## src/sv/ade_pkg.sv

```systemverilog
// Package for the array deque engine: request codes, status codes and word types.
`timescale 1ns / 1ps

package ade_pkg;

  // Default sizing of the element store.
  localparam int unsigned DEPTH_DEF      = 1024;
  localparam int unsigned DATA_WIDTH_DEF = 32;

  // Fixed widths of the word fields.
  localparam int unsigned REQ_W = 3;
  localparam int unsigned VAL_W = 32;
  localparam int unsigned ST_W  = 2;
  localparam int unsigned CNT_W = 11;

  // Request codes. The code left over is treated as a no-op.
  typedef enum logic [REQ_W-1:0] {
    REQ_PUSH_FRONT = 3'd0,
    REQ_PUSH_BACK  = 3'd1,
    REQ_POP_FRONT  = 3'd2,
    REQ_POP_BACK   = 3'd3,
    REQ_PEEK_FRONT = 3'd4,
    REQ_PEEK_BACK  = 3'd5,
    REQ_CLEAR      = 3'd6
  } req_e;

  typedef enum logic [ST_W-1:0] {
    ST_OK    = 2'd0,
    ST_FULL  = 2'd1,
    ST_EMPTY = 2'd2
  } status_e;

  // Input word.
  typedef struct packed {
    logic [REQ_W-1:0]        req_type;
    logic signed [VAL_W-1:0] data_in;
  } ade_req_t;

  // Result word.
  typedef struct packed {
    logic signed [VAL_W-1:0] read_value;
    logic [ST_W-1:0]         status;
    logic [CNT_W-1:0]        item_count;
    logic                    empty_flag;
  } ade_res_t;

  // Registered result control handed from the controller to the output stage.
  typedef struct packed {
    logic             valid;
    logic             take_rd;
    logic [ST_W-1:0]  status;
    logic [CNT_W-1:0] item_count;
    logic             empty_flag;
  } ade_ctl_t;

endpackage

```

## src/sv/ade_ctrl.sv

```systemverilog
// Index keeper of the array deque engine: decodes requests, drives the store, registers status.
`timescale 1ns / 1ps

module ade_ctrl
  import ade_pkg::*;
#(
  parameter int unsigned DEPTH      = DEPTH_DEF,
  parameter int unsigned DATA_WIDTH = DATA_WIDTH_DEF,
  localparam int unsigned AW        = $clog2(DEPTH),
  localparam int unsigned IDX_W     = AW + 1
) (
  input  logic                  clk_i,
  input  logic                  rst_ni,
  input  logic                  accept_i,
  input  ade_req_t              req_i,
  output logic                  we_o,
  output logic                  re_o,
  output logic [AW-1:0]         addr_o,
  output logic [DATA_WIDTH-1:0] wdata_o,
  output ade_ctl_t              ctl_o
);

  localparam logic [IDX_W-1:0] HALF = IDX_W'(DEPTH / 2);
  localparam logic [IDX_W-1:0] TOP  = IDX_W'(DEPTH);

  // The front index points at the first element and the rear index one past the
  // last, so the live run is [front_q, rear_q) and the element count is rear_q - front_q.
  logic [IDX_W-1:0] front_q, front_d;
  logic [IDX_W-1:0] rear_q, rear_d;
  logic [IDX_W-1:0] cnt_now, cnt_next;
  logic             empty_now;
  logic [IDX_W-1:0] addr_full;
  status_e          status;
  logic             take_rd;
  logic [63:0]      data_wide;
  ade_ctl_t         ctl_q, ctl_d;

  assign cnt_now   = rear_q - front_q;
  assign empty_now = (cnt_now == '0);
  assign data_wide = 64'($unsigned(req_i.data_in));
  assign wdata_o   = data_wide[DATA_WIDTH-1:0];

  always_comb begin
    front_d   = front_q;
    rear_d    = rear_q;
    we_o      = 1'b0;
    re_o      = 1'b0;
    addr_full = '0;
    status    = ST_OK;
    take_rd   = 1'b0;
    if (accept_i) begin
      unique case (req_e'(req_i.req_type))
        REQ_PUSH_FRONT: begin
          if (front_q == '0) begin
            status = ST_FULL;
          end else begin
            we_o      = 1'b1;
            addr_full = front_q - 1'b1;
            front_d   = front_q - 1'b1;
          end
        end
        REQ_PUSH_BACK: begin
          if (rear_q == TOP) begin
            status = ST_FULL;
          end else begin
            we_o      = 1'b1;
            addr_full = rear_q;
            rear_d    = rear_q + 1'b1;
          end
        end
        REQ_POP_FRONT: begin
          if (empty_now) begin
            status = ST_EMPTY;
          end else begin
            re_o      = 1'b1;
            take_rd   = 1'b1;
            addr_full = front_q;
            front_d   = front_q + 1'b1;
          end
        end
        REQ_POP_BACK: begin
          if (empty_now) begin
            status = ST_EMPTY;
          end else begin
            re_o      = 1'b1;
            take_rd   = 1'b1;
            addr_full = rear_q - 1'b1;
            rear_d    = rear_q - 1'b1;
          end
        end
        REQ_PEEK_FRONT: begin
          if (empty_now) begin
            status = ST_EMPTY;
          end else begin
            re_o      = 1'b1;
            take_rd   = 1'b1;
            addr_full = front_q;
          end
        end
        REQ_PEEK_BACK: begin
          if (empty_now) begin
            status = ST_EMPTY;
          end else begin
            re_o      = 1'b1;
            take_rd   = 1'b1;
            addr_full = rear_q - 1'b1;
          end
        end
        REQ_CLEAR: begin
          front_d = HALF;
          rear_d  = HALF;
        end
        default: begin
        end
      endcase
    end
  end

  assign addr_o   = addr_full[AW-1:0];
  assign cnt_next = rear_d - front_d;

  always_comb begin
    ctl_d            = ctl_q;
    ctl_d.valid      = accept_i;
    if (accept_i) begin
      ctl_d.take_rd    = take_rd;
      ctl_d.status     = status;
      ctl_d.item_count = CNT_W'(cnt_next);
      ctl_d.empty_flag = (cnt_next == '0);
    end
  end

  always_ff @(posedge clk_i or negedge rst_ni) begin
    if (!rst_ni) begin
      front_q <= HALF;
      rear_q  <= HALF;
      ctl_q   <= '0;
    end else begin
      front_q <= front_d;
      rear_q  <= rear_d;
      ctl_q   <= ctl_d;
    end
  end

  assign ctl_o = ctl_q;

endmodule

```

## config.mk

```make
export PLATFORM = sky130hd
export DESIGN_NAME = ade_ctrl
export DESIGN_NICKNAME = d
export VERILOG_FILES = /design/src/sv/ade_pkg.sv /design/src/sv/ade_ctrl.sv
export SDC_FILE = /design/constraint.sdc
export NUM_CORES = 1
export LEC_CHECK = 0
export ABC_AREA = 1
export ABC_CLOCK_PERIOD_IN_PS = 4700
export BUFFER_PORTS_ARGS = -buffer_cell sky130_fd_sc_hd__buf_2
export CORE_MARGIN = 1.5
export CORE_UTILIZATION = 56
export CTS_CLUSTER_DIAMETER = 60
export DETAILED_ROUTE_END_ITERATION = 16
export PLACE_DENSITY = 0.82
export SLEW_MARGIN = 20
export SYNTH_ARGS = -nofsm -noshare
export SYNTH_HDL_FRONTEND = slang
export SYNTH_SLANG_ARGS = --single-unit
```

## constraint.sdc

```tcl
create_clock -name clk_i -period 4.7 [get_ports clk_i]
set_input_delay 0.94 -clock clk_i [delete_from_list [all_inputs] [get_ports clk_i]]
set_output_delay 0.94 -clock clk_i [all_outputs]
set_load 0.1 [all_outputs]
```

==> results.cfg, run 1 <==
[yosys]
ys_warn_count = 0
synth_flop_cell = dfrtp_1
synth.distinct_cells = 46
synth_edf_count = 0
synth_top_area_share_pct = 20.0
ys_ff_latch = 38
syn_area_per_cell_um2 = 6.30
synthCells = 716
async_reset_ff_share_pct = 100
post-synth-top-count-cell = nand2_1
synth_top_area_cell = dfrtp_1
syn_nets = 783
synth_common_cells = nand2_1 (171), inv_1 (104), nor2_1 (69)
synthTopCellsByArea = dfrtp_1 (20%), nand2_1 (14%), inv_1 (8.7%)
synth_area_um2 = 4510
seq_area_frac_synth_pct = 21.1

[grt]
grt_pass1_vias = 4693
grt_max_degree = 39
antenna_found_initial = 0
use_met3_pct = 2.87
grtUsageTotal_pct = 33.1
busiest_layer = met2
grt_pass1_wl_um = 22400
grt.overflow.total = 0
met1_usage_pct = 39.0
grtUsageMet2_pct = 60.2

[run_status]
status = complete, no violations

[sta]
relSlewSlack_pct = 40.2
skew_ps = 12.1
fin_crit_sh_pct = 94.1
finalHoldViolations = 0
tns_ps = 0
finalMaxSlewViolations = 0
setup_violations = 0
hold_ws_ps = 479
fmax_mhz = 226
worst_pin_slew_ps = 898
period_minus_slack_ps = 4420

[power_and_ir_drop]
power.leakage_nw = 2.54
comb_power_share_pct = 67.4
clkPwrFrac_pct = 13.6
finalPower_w = 0.00254
seq_power_share_pct = 19.1
powerDensity_nw_per_um2 = 505
switching_share_pct = 56.6
irDropWorstVdd_uv = 594
power_switching_w = 0.00144
internal_power_w = 0.00110

[setup_path]
path_delay_family = simple AND/OR/NAND/NOR gates
arrival_ps = 4660
required_ps = 4940
worst-path-buf-inv = 4
path_common_cell = inv_1
crit_type = reg -> reg
r2r_setup_slack_ps = 280
cp-start-kind = flip-flop
crit_path_max_incr_delay_ps = 530
cp_max_fo = 4
critPathCaptureType = flip-flop
critPathSlowestCell = dfstp_2

[floorplan]
die_x_um = 92.7
core_area_um2 = 7770
die_h_um = 92.7
placementRows = 32
io_pins = 98
die_area_um2 = 8600
initial_utilization_pct = 58.0

[cts]
clock_latency_ps = 300
cts_buffer_depth = 2
root_buffer = clkbuf_8
cts_inserted_buffers = 5
htreeDepth = 2
cts_tree = done
cts.sinks = 38
cts-hold-fix-buffers = 0
path_clk_slew_ps = 90

[drt]
avgRoutedWirePerCell_um = 17.1
ant_nets = 0
drt_first_pass_iters = 7
drt_iter0_drc = 444
vias = 4948
totalWireLength_um = 14400
viasPerCell = 5.88
drc_errors = 0

[placed_design]
routabilityCongestion = 1.00
hpwl_um = 11200
place_inst = 828
dpl_cell_area_um2 = 4690
port_buffers = 33

[cells_and_area]
syn_to_final_growth_pct = 11.7
fillers = 695
layout.nets = 806
multiInputGateArea_um2 = 2960
n_antenna_cell = 0
final_area_um2 = 5040
drive_gt1_share_pct = 17.8
ff_latch_area_um2 = 956
final_cell_count_no_fill = 842

[flow_run]
cap_viol_max_count = 0

[hold_path]
hp-class = reg -> reg
## kinds of logic (layout without fill, tap and decap cells)
group                    Yosys count  count (layout)  synth area share, %
AND/OR/NAND/NOR                  342             342                 33.3
buffers and inverters            163             187                 16.7
XOR/XNOR                          22              22                 4.27
adder cells (fa/ha/maj)           29              29                 8.22
AO/OA/AOI/OAI                    122             122                 16.5
flip-flops                        38              38                 21.1
## path summary, 6_finish.rpt
| check | startpoint | to | depth (start not counted) |
|---|---|---|---|
| max | front_q[9]$_DFF_PN1_ | ctl_o[0]$_DFFE_PN0P_ | 26 |
| min | ctl_o[12]$_DFFE_PN0P_ | ctl_o[12]$_DFFE_PN0P_ | 2 |
| max reg2reg | front_q[9]$_DFF_PN1_ | ctl_o[0]$_DFFE_PN0P_ | 26 |
| min reg2reg | ctl_o[12]$_DFFE_PN0P_ | ctl_o[12]$_DFFE_PN0P_ | 2 |
| max in group asynchronous | rst_ni | rear_q[7]$_DFF_PN0_ | 1 |
| min in group asynchronous | rst_ni | ctl_o[9]$_DFFE_PN0P_ | 1 |
## routing by layer
metal,up-vias,share of wire (%)
met5,-,0
met1,2231,39
met4,0,5.3
li1,2368,-
met3,85,7.4
met2,264,48
## state kept, by name (all words and copies together), names as in the netlist
name and count:
front_q 11, rear_q 11, ctl_o 16
## worst min-delay path, delay by kind of cell, from the launching register on
kind	cells	cell delay [ps]
AND/OR/NAND/NOR	2	110
flip-flops	1	340
## power by group through the flow
stage	Sequential, W	Combinational, W	Clock, W
2_1_floorplan	0.000785	0.00103	0
3_3_place_gp	0.000477	0.00154	0
3_5_place_dp	0.000479	0.00157	0
4_1_cts	0.000475	0.00158	0.000346
5_1_grt	0.000492	0.00184	0.000358
6_report	0.000484	0.00171	0.000345
## timing repair
action,in CTS,in global routing
setup buffers,0,6
endpoints found under the setup margin,0,4
resized for setup,0,31
## per-stage QoR
stage	util [%]	setup slack, ps
after CTS	62.2	108
after global routing	64.8	-37.0
after detailed placement	60.4	141
after global placement	60.4	286
final	64.8	275
after floorplan	-	205
## layout make-up
class,instances,area share [%]
Clock buffer,5,1.37
Tap cell,102,2.53
Timing Repair Buffer,70,8.80
Sequential cell,38,19.0
Clock inverter,3,1.37
Multi-Input combinational cell,515,58.8
Inverter,109,8.12
## cells in the final DEF, fill, tap and decap left out, drive strengths merged
cell type / netlist / final
xnor2: 3 / 3
o21bai: 1 / 1
nor3b: 1 / 1
dfrtp: 36 / 36
nor3: 15 / 15
o2111ai: 1 / 1
a311oi: 5 / 5
bufinv: 0 / 2
nand3: 57 / 57
clkinv: 2 / 2
a21oi: 29 / 29
nor2: 74 / 74
a211oi: 2 / 2
o21ai: 52 / 52
a41oi: 3 / 3
ha: 28 / 28
xor2: 19 / 19
nand4: 16 / 16
fa: 1 / 1
o22ai: 2 / 2
buf: 43 / 70
o31ai: 1 / 1
nand2: 175 / 175
a22oi: 9 / 9
o211ai: 4 / 4
a31oi: 10 / 10
or2: 1 / 1
inv: 107 / 108
dfstp: 2 / 2
a221oi: 3 / 3
clkbuf: 11 / 5
nor4: 3 / 3
Note: power is estimated with default switching activity, not from simulation.
==> inputs of run 2 (changes only) <==
- ABC_AREA: 1 -> unset
- CORE_ASPECT_RATIO: unset -> 0.5
- HOLD_SLACK_MARGIN: unset -> 0.1
- PLACE_DENSITY: 0.82 -> 0.83
==> run 2 against run 1 <==
Net effect: the flow now finishes with violations (negative setup slack); highest routed layer unchanged; flip-flop and latch count is the same; setup slack lost 980 ps; count of clock-buffer cells in the layout grew 1; critical path depth shrank 2; sequential power shrank 5.2%; register-to-register slack lost 980 ps.
==> results.cfg, run 2 <==
[run_status]
status = finished with violations
violations = negative setup slack

[cts]
cts_tree = done
root_buffer = clkbuf_16
path_clk_slew_ps = 60
clock_latency_ps = 290
cts.sinks = 38
htreeDepth = 2
cts_buffer_depth = 2
cts-hold-fix-buffers = 0
cts_inserted_buffers = 5

[drt]
vias = 4812
viasPerCell = 6.76
avgRoutedWirePerCell_um = 22.4
ant_nets = 0
totalWireLength_um = 15900
drt_iter0_drc = 677
drc_errors = 0
drt_first_pass_iters = 6

[setup_path]
worst-path-buf-inv = 2
r2r-end = ctl_o[0]$_DFFE_PN0P_
cp_max_fo = 4
crit_path_max_incr_delay_ps = 600
reg2regPathDepth = 24
critPathSlowestCell = or4b_4
crit_type = reg -> reg
required_ps = 4900
arrival_ps = 5600
timing.rr.start = rear_q[1]$_DFF_PN0_
worstPathCellList = ha_4, nor2b_4, o211ai_4, buf_6, or3_1, nand4_1, nand2_1, or4b_4, ha_4, nor2_2, a21oi_2, o21a_1, ha_2, inv_2, fa_2, a21o_1, a21oi_2, nor2b_2, nor3_2, o21bai_1, a21oi_2, xnor2_1, or4_1, o31ai_1
cp-start-kind = flip-flop
path_delay_family = simple AND/OR/NAND/NOR gates
path_common_cell = a21oi_2
critPathCaptureType = flip-flop
r2r_setup_slack_ps = -700

[sta]
rsz0062_at_grt = true
fin_ws_ps = -702
setup_violations = 7
fmax_mhz = 185
period_minus_slack_ps = 5400
skew_ps = 5.37
fin_crit_sh_pct = 115
relSlewSlack_pct = 35.7
finalHoldViolations = 0
finalMaxSlewViolations = 0
worst_pin_slew_ps = 965
tns_ps = -2570
hold_ws_ps = 501

[power_and_ir_drop]
seq_power_share_pct = 15.3
irDropWorstVdd_uv = 845
powerDensity_nw_per_um2 = 563
clkPwrFrac_pct = 15.7
power_switching_w = 0.00148
finalPower_w = 0.00301
power.leakage_nw = 2.36
comb_power_share_pct = 69.0
internal_power_w = 0.00153
switching_share_pct = 49.3

[floorplan]
io_pins = 98
die_x_um = 126
placementRows = 22
die_h_um = 64.3
initial_utilization_pct = 57.7
die_area_um2 = 8080
core_area_um2 = 7290

[yosys]
synth.distinct_cells = 74
synth_top_area_cell = dfrtp_1
async_reset_ff_share_pct = 100
synthTopCellsByArea = dfrtp_1 (21%), ha_1 (8.3%), buf_4 (5.7%)
synthCells = 541
synth_top_area_share_pct = 21.4
syn_area_per_cell_um2 = 7.78
ys_warn_count = 0
synth_flop_cell = dfrtp_1
post-synth-top-count-cell = nor2_1
synth_area_um2 = 4210
seq_area_frac_synth_pct = 22.7
synth_edf_count = 0
ys_ff_latch = 38
syn_nets = 608
synth_common_cells = nor2_1 (52), nand2_1 (46), dfrtp_1 (36)

[grt]
grtUsageTotal_pct = 37.5
antenna_found_initial = 0
grt_pass1_vias = 4320
grt_max_degree = 39
grt.overflow.total = 0
grt_pass1_wl_um = 23300

[hold_path]
holdCritStartpoint = ctl_o[0]$_DFFE_PN0P_
hp-class = reg -> reg
min_to = ctl_o[0]$_DFFE_PN0P_
min_path_cells = 2

[cells_and_area]
largest_reg_flops = 16
n_antenna_cell = 0
drive_gt1_share_pct = 35.2
layout.nets = 682
multiInputGateArea_um2 = 3040
final_cell_count_no_fill = 712
syn_to_final_growth_pct = 27.0
fillers = 510
ff_latch_area_um2 = 955
layout_commonest_cell = buf_4
mostFrequentLayoutCells = buf_4 (105), nor2_1 (50), nand2_1 (45)

[placed_design]
place_inst = 699
port_buffers = 33
routabilityCongestion = 1.02
pre_cts_slack_ps = -567
hpwl_um = 10900

[flow_run]
cap_viol_max_count = 0
-- run 2: area by class of cell --
cell class / instances / share of cell area, %
clock buffer: 6 / 2.60
clock inverter: 2 / 1.12
inverter: 21 / 1.48
multi-input combinational: 412 / 56.8
sequential: 38 / 17.9
tap: 96 / 2.25
timing repair buffer: 137 / 17.9
-- run 2: power by group through the flow --
stage	registers, W	clock network, W	logic (W)
2_1_floorplan	0.000820	0	0.00106
5_1_grt	0.000467	0.000489	0.00217
6_report	0.000459	0.000472	0.00208
3_5_place_dp	0.000460	0	0.00187
4_1_cts	0.000456	0.000470	0.00192
3_3_place_gp	0.000456	0	0.00183
-- run 2: how the worst max path moves through the flow --
stage                            to  cells after the start  slack [ps]            startpoint
6_report       ctl_o[0]$_DFFE_PN0P_                     24        -700   rear_q[1]$_DFF_PN0_
2_1_floorplan  ctl_o[0]$_DFFE_PN0P_                     23        -490   rear_q[1]$_DFF_PN0_
3_3_place_gp   ctl_o[0]$_DFFE_PN0P_                     21        -420  front_q[3]$_DFF_PN0_
5_1_grt        ctl_o[0]$_DFFE_PN0P_                     24        -890  front_q[5]$_DFF_PN0_
4_1_cts        ctl_o[0]$_DFFE_PN0P_                     22        -540   rear_q[1]$_DFF_PN0_
3_5_place_dp   ctl_o[0]$_DFFE_PN0P_                     23        -570   rear_q[1]$_DFF_PN0_
-- run 2: logic make-up after synthesis --
| logic type | share of synthesized area, % |
|---|---|
| muxes | 3.66 |
| adders and majority gates | 8.80 |
| buffers and inverters | 11.2 |
| xor gates and xnor gates | 6.03 |
| and+or+nand+nor | 21.9 |
| AOI/OAI and AO/OA | 25.7 |
| DFF | 22.7 |
-- run 2: per-stage QoR --
stage / util, % / instance area (um2)
6_report: 73.3 / 5340
2_1_floorplan: - / 4350
5_1_grt: 73.3 / 5340
4_1_cts: 71.3 / 5200
3_3_place_gp: 67.9 / 4950
3_5_place_dp: 67.9 / 4950
-- run 2: repair_timing --
action,CTS,global route
gates cloned,0,0
gates resized for setup,9,27
hold endpoints to repair,0,0
buffers inserted,1,4
endpoints found under the setup margin,8,11
pin swaps,8,9
-- run 2: routing by layer --
metal | global-route usage, % | share of wire (%)
met5 | 0 | 0
met4 | 18.5 | 4.8
met3 | 9.38 | 13
met2 | 57.5 | 43
met1 | 49.6 | 39
-- run 2: worst register-to-register path, stage by stage, from the launching register on --
cell and delay (ps):
dfrtp_2 430, ha_4 280, nor2b_4 150, o211ai_4 110
buf_6 140, or3_1 350, nand4_1 150, nand2_1 70
or4b_4 610, ha_4 310, nor2_2 40, a21oi_2 120
o21a_1 190, ha_2 200, inv_2 50, fa_2 410
a21o_1 180, a21oi_2 150, nor2b_2 70, nor3_2 230
o21bai_1 100, a21oi_2 180, xnor2_1 100, or4_1 520
o31ai_1 190
==> inputs of run 3 (changes only) <==
==> constraint.sdc (replaced) <==
create_clock -name clk_i -period 4.7 [get_ports clk_i]
set_input_delay 0.47 -clock clk_i [delete_from_list [all_inputs] [get_ports clk_i]]
set_output_delay 0.47 -clock clk_i [all_outputs]
set_load 0.1 [all_outputs]
==> run 3 against run 2 <==
Net effect: the run still ends with negative setup slack left; die area is the same; utilization shrank 0.48 points; critical path depth shrank 1; sequential share of layout area grew 0.12 points; count of clock-buffer cells in the layout is the same; critical endpoint unchanged; highest routed layer unchanged.
==> results.cfg, run 3 (synthesis gave the netlist of run 2 again) <==
[run_status]
status = finished with violations
violations = negative setup slack

[cts]
clock_latency_ps = 290
cts.sinks = 38
cts_tree = done
cts_buffer_depth = 2
cts_inserted_buffers = 5
root_buffer = clkbuf_16
htreeDepth = 2
path_clk_slew_ps = 60
cts-hold-fix-buffers = 0

[drt]
drc_errors = 0
avgRoutedWirePerCell_um = 19.5
vias = 4610
totalWireLength_um = 13800
viasPerCell = 6.48
ant_nets = 0
drt_first_pass_iters = 7
drt_iter0_drc = 444

[setup_path]
cp-start-kind = flip-flop
critPathLaunch = rear_q[1]$_DFF_PN0_
path_delay_family = simple AND/OR/NAND/NOR gates
critPathCaptureType = flip-flop
required_ps = 4900
critPathSlowestCell = or4b_4
worstPathCellList = ha_4, nor2b_4, o211ai_4, a21oi_2, a31oi_1, or4_4, or4b_4, ha_4, nor2_4, a21oi_2, o21a_1, ha_2, inv_2, fa_2, a21o_1, a21oi_2, nor2b_2, nor3_2, o21bai_1, a21oi_2, xnor2_1, or4_1, o31ai_2
worst-path-buf-inv = 1
crit_type = reg -> reg
arrival_ps = 5530
crit_path_max_incr_delay_ps = 570
path_common_cell = a21oi_2
cp_max_fo = 4
timing.rr.start = rear_q[1]$_DFF_PN0_

[placed_design]
hpwl_um = 9710
port_buffers = 33
routabilityCongestion = 0.952
place_inst = 694

[sta]
period_minus_slack_ps = 5330
fin_crit_sh_pct = 113
worst_pin_slew_ps = 941
setup_violations = 4
tns_ps = -1960
finalHoldViolations = 0
finalMaxSlewViolations = 0
skew_ps = 6.62
fmax_mhz = 188
relSlewSlack_pct = 37.3
fin_ws_ps = -633
hold_ws_ps = 327
rsz0062_at_grt = true

[flow_run]
cap_viol_max_count = 0

[grt]
grt.overflow.total = 0
grtUsageTotal_pct = 33.0
grt_pass1_wl_um = 21000
grt_max_degree = 39
antenna_found_initial = 0
grt_pass1_vias = 4078

[floorplan]
core_area_um2 = 7290
die_area_um2 = 8080
initial_utilization_pct = 57.7
die_h_um = 64.3
placementRows = 22
die_x_um = 126
io_pins = 98

[cells_and_area]
layout_commonest_cell = buf_4
n_antenna_cell = 0
syn_to_final_growth_pct = 26.1
layout.nets = 681
mostFrequentLayoutCells = buf_4 (101), nor2_1 (50), nand2_1 (45)
final_cell_count_no_fill = 711
largest_reg_flops = 16
drive_gt1_share_pct = 35.3
fin_util_pct = 72.8

[power_and_ir_drop]
irDropWorstVdd_uv = 633
power.leakage_nw = 2.35
powerDensity_nw_per_um2 = 544

[hold_path]
hp-class = in -> async
run 3: cell count changes in the layout (fill, tap and decap cells not counted), sizes merged:
| cell | before | now |
|---|---|---|
| clkinv | 0 | 1 |
| clkinvlp | 0 | 1 |
| buf | 137 | 136 |
| bufinv | 2 | 0 |
run 3: through the flow:
stage               power [W]  setup slack (ps)  cell area (um2)
floorplan             0.00188              -487             4330
global placement      0.00227              -537             4890
detailed placement    0.00230              -661             4890
CTS                   0.00274              -505             5140
global route          0.00303              -892             5310
finish                0.00289              -633             5310
run 3: what timing repair did:
item,in CTS,in global routing
setup buffers,4,8
pin swaps,13,14
gates resized for setup,15,26
setup endpoints to repair,6,8
run 3: metal layers:
metal / up-vias / track usage [%] / part of all wire [%]
met1: 2175 / 45.3 / 41
met2: 305 / 51.3 / 44
li1: 2078 / - / -
met3: 52 / 7.96 / 13
met5: - / 0 / 0
met4: 0 / 10.8 / 2.5
run 3: where the power goes:
group | switching, W | leakage (nW) | internal [W] | total (W)
Sequential | 0.0000549 | 0.482 | 0.000408 | 0.000463
Clock | 0.000146 | 0.0729 | 0.000210 | 0.000357
Combinational | 0.00123 | 1.80 | 0.000834 | 0.00207
Total | 0.00143 | 2.35 | 0.00145 | 0.00289
run 3: layout make-up:
type	instances	area, um2
clock inverter	2	12.5
fill	526	1990
sequential	38	955
clock buffer	6	139
timing repair buffer	136	946
inverter	21	78.8
multi-input combinational	412	3060
tap	96	120
run 3: final timing paths:
kind | endpoint | slack (ps) | cells after the start
worst max-delay path | ctl_o[0]$_DFFE_PN0P_ | -630 | 23
worst min-delay path | front_q[6]$_DFF_PN0_ | 330 | 1
worst max register to register | ctl_o[0]$_DFFE_PN0P_ | -630 | 23
worst min register to register | ctl_o[4]$_DFFE_PN0P_ | 510 | 1
max in group asynchronous | rear_q[1]$_DFF_PN0_ | 3730 | 1
min in group clk_i | ctl_o[4]$_DFFE_PN0P_ | 510 | 1
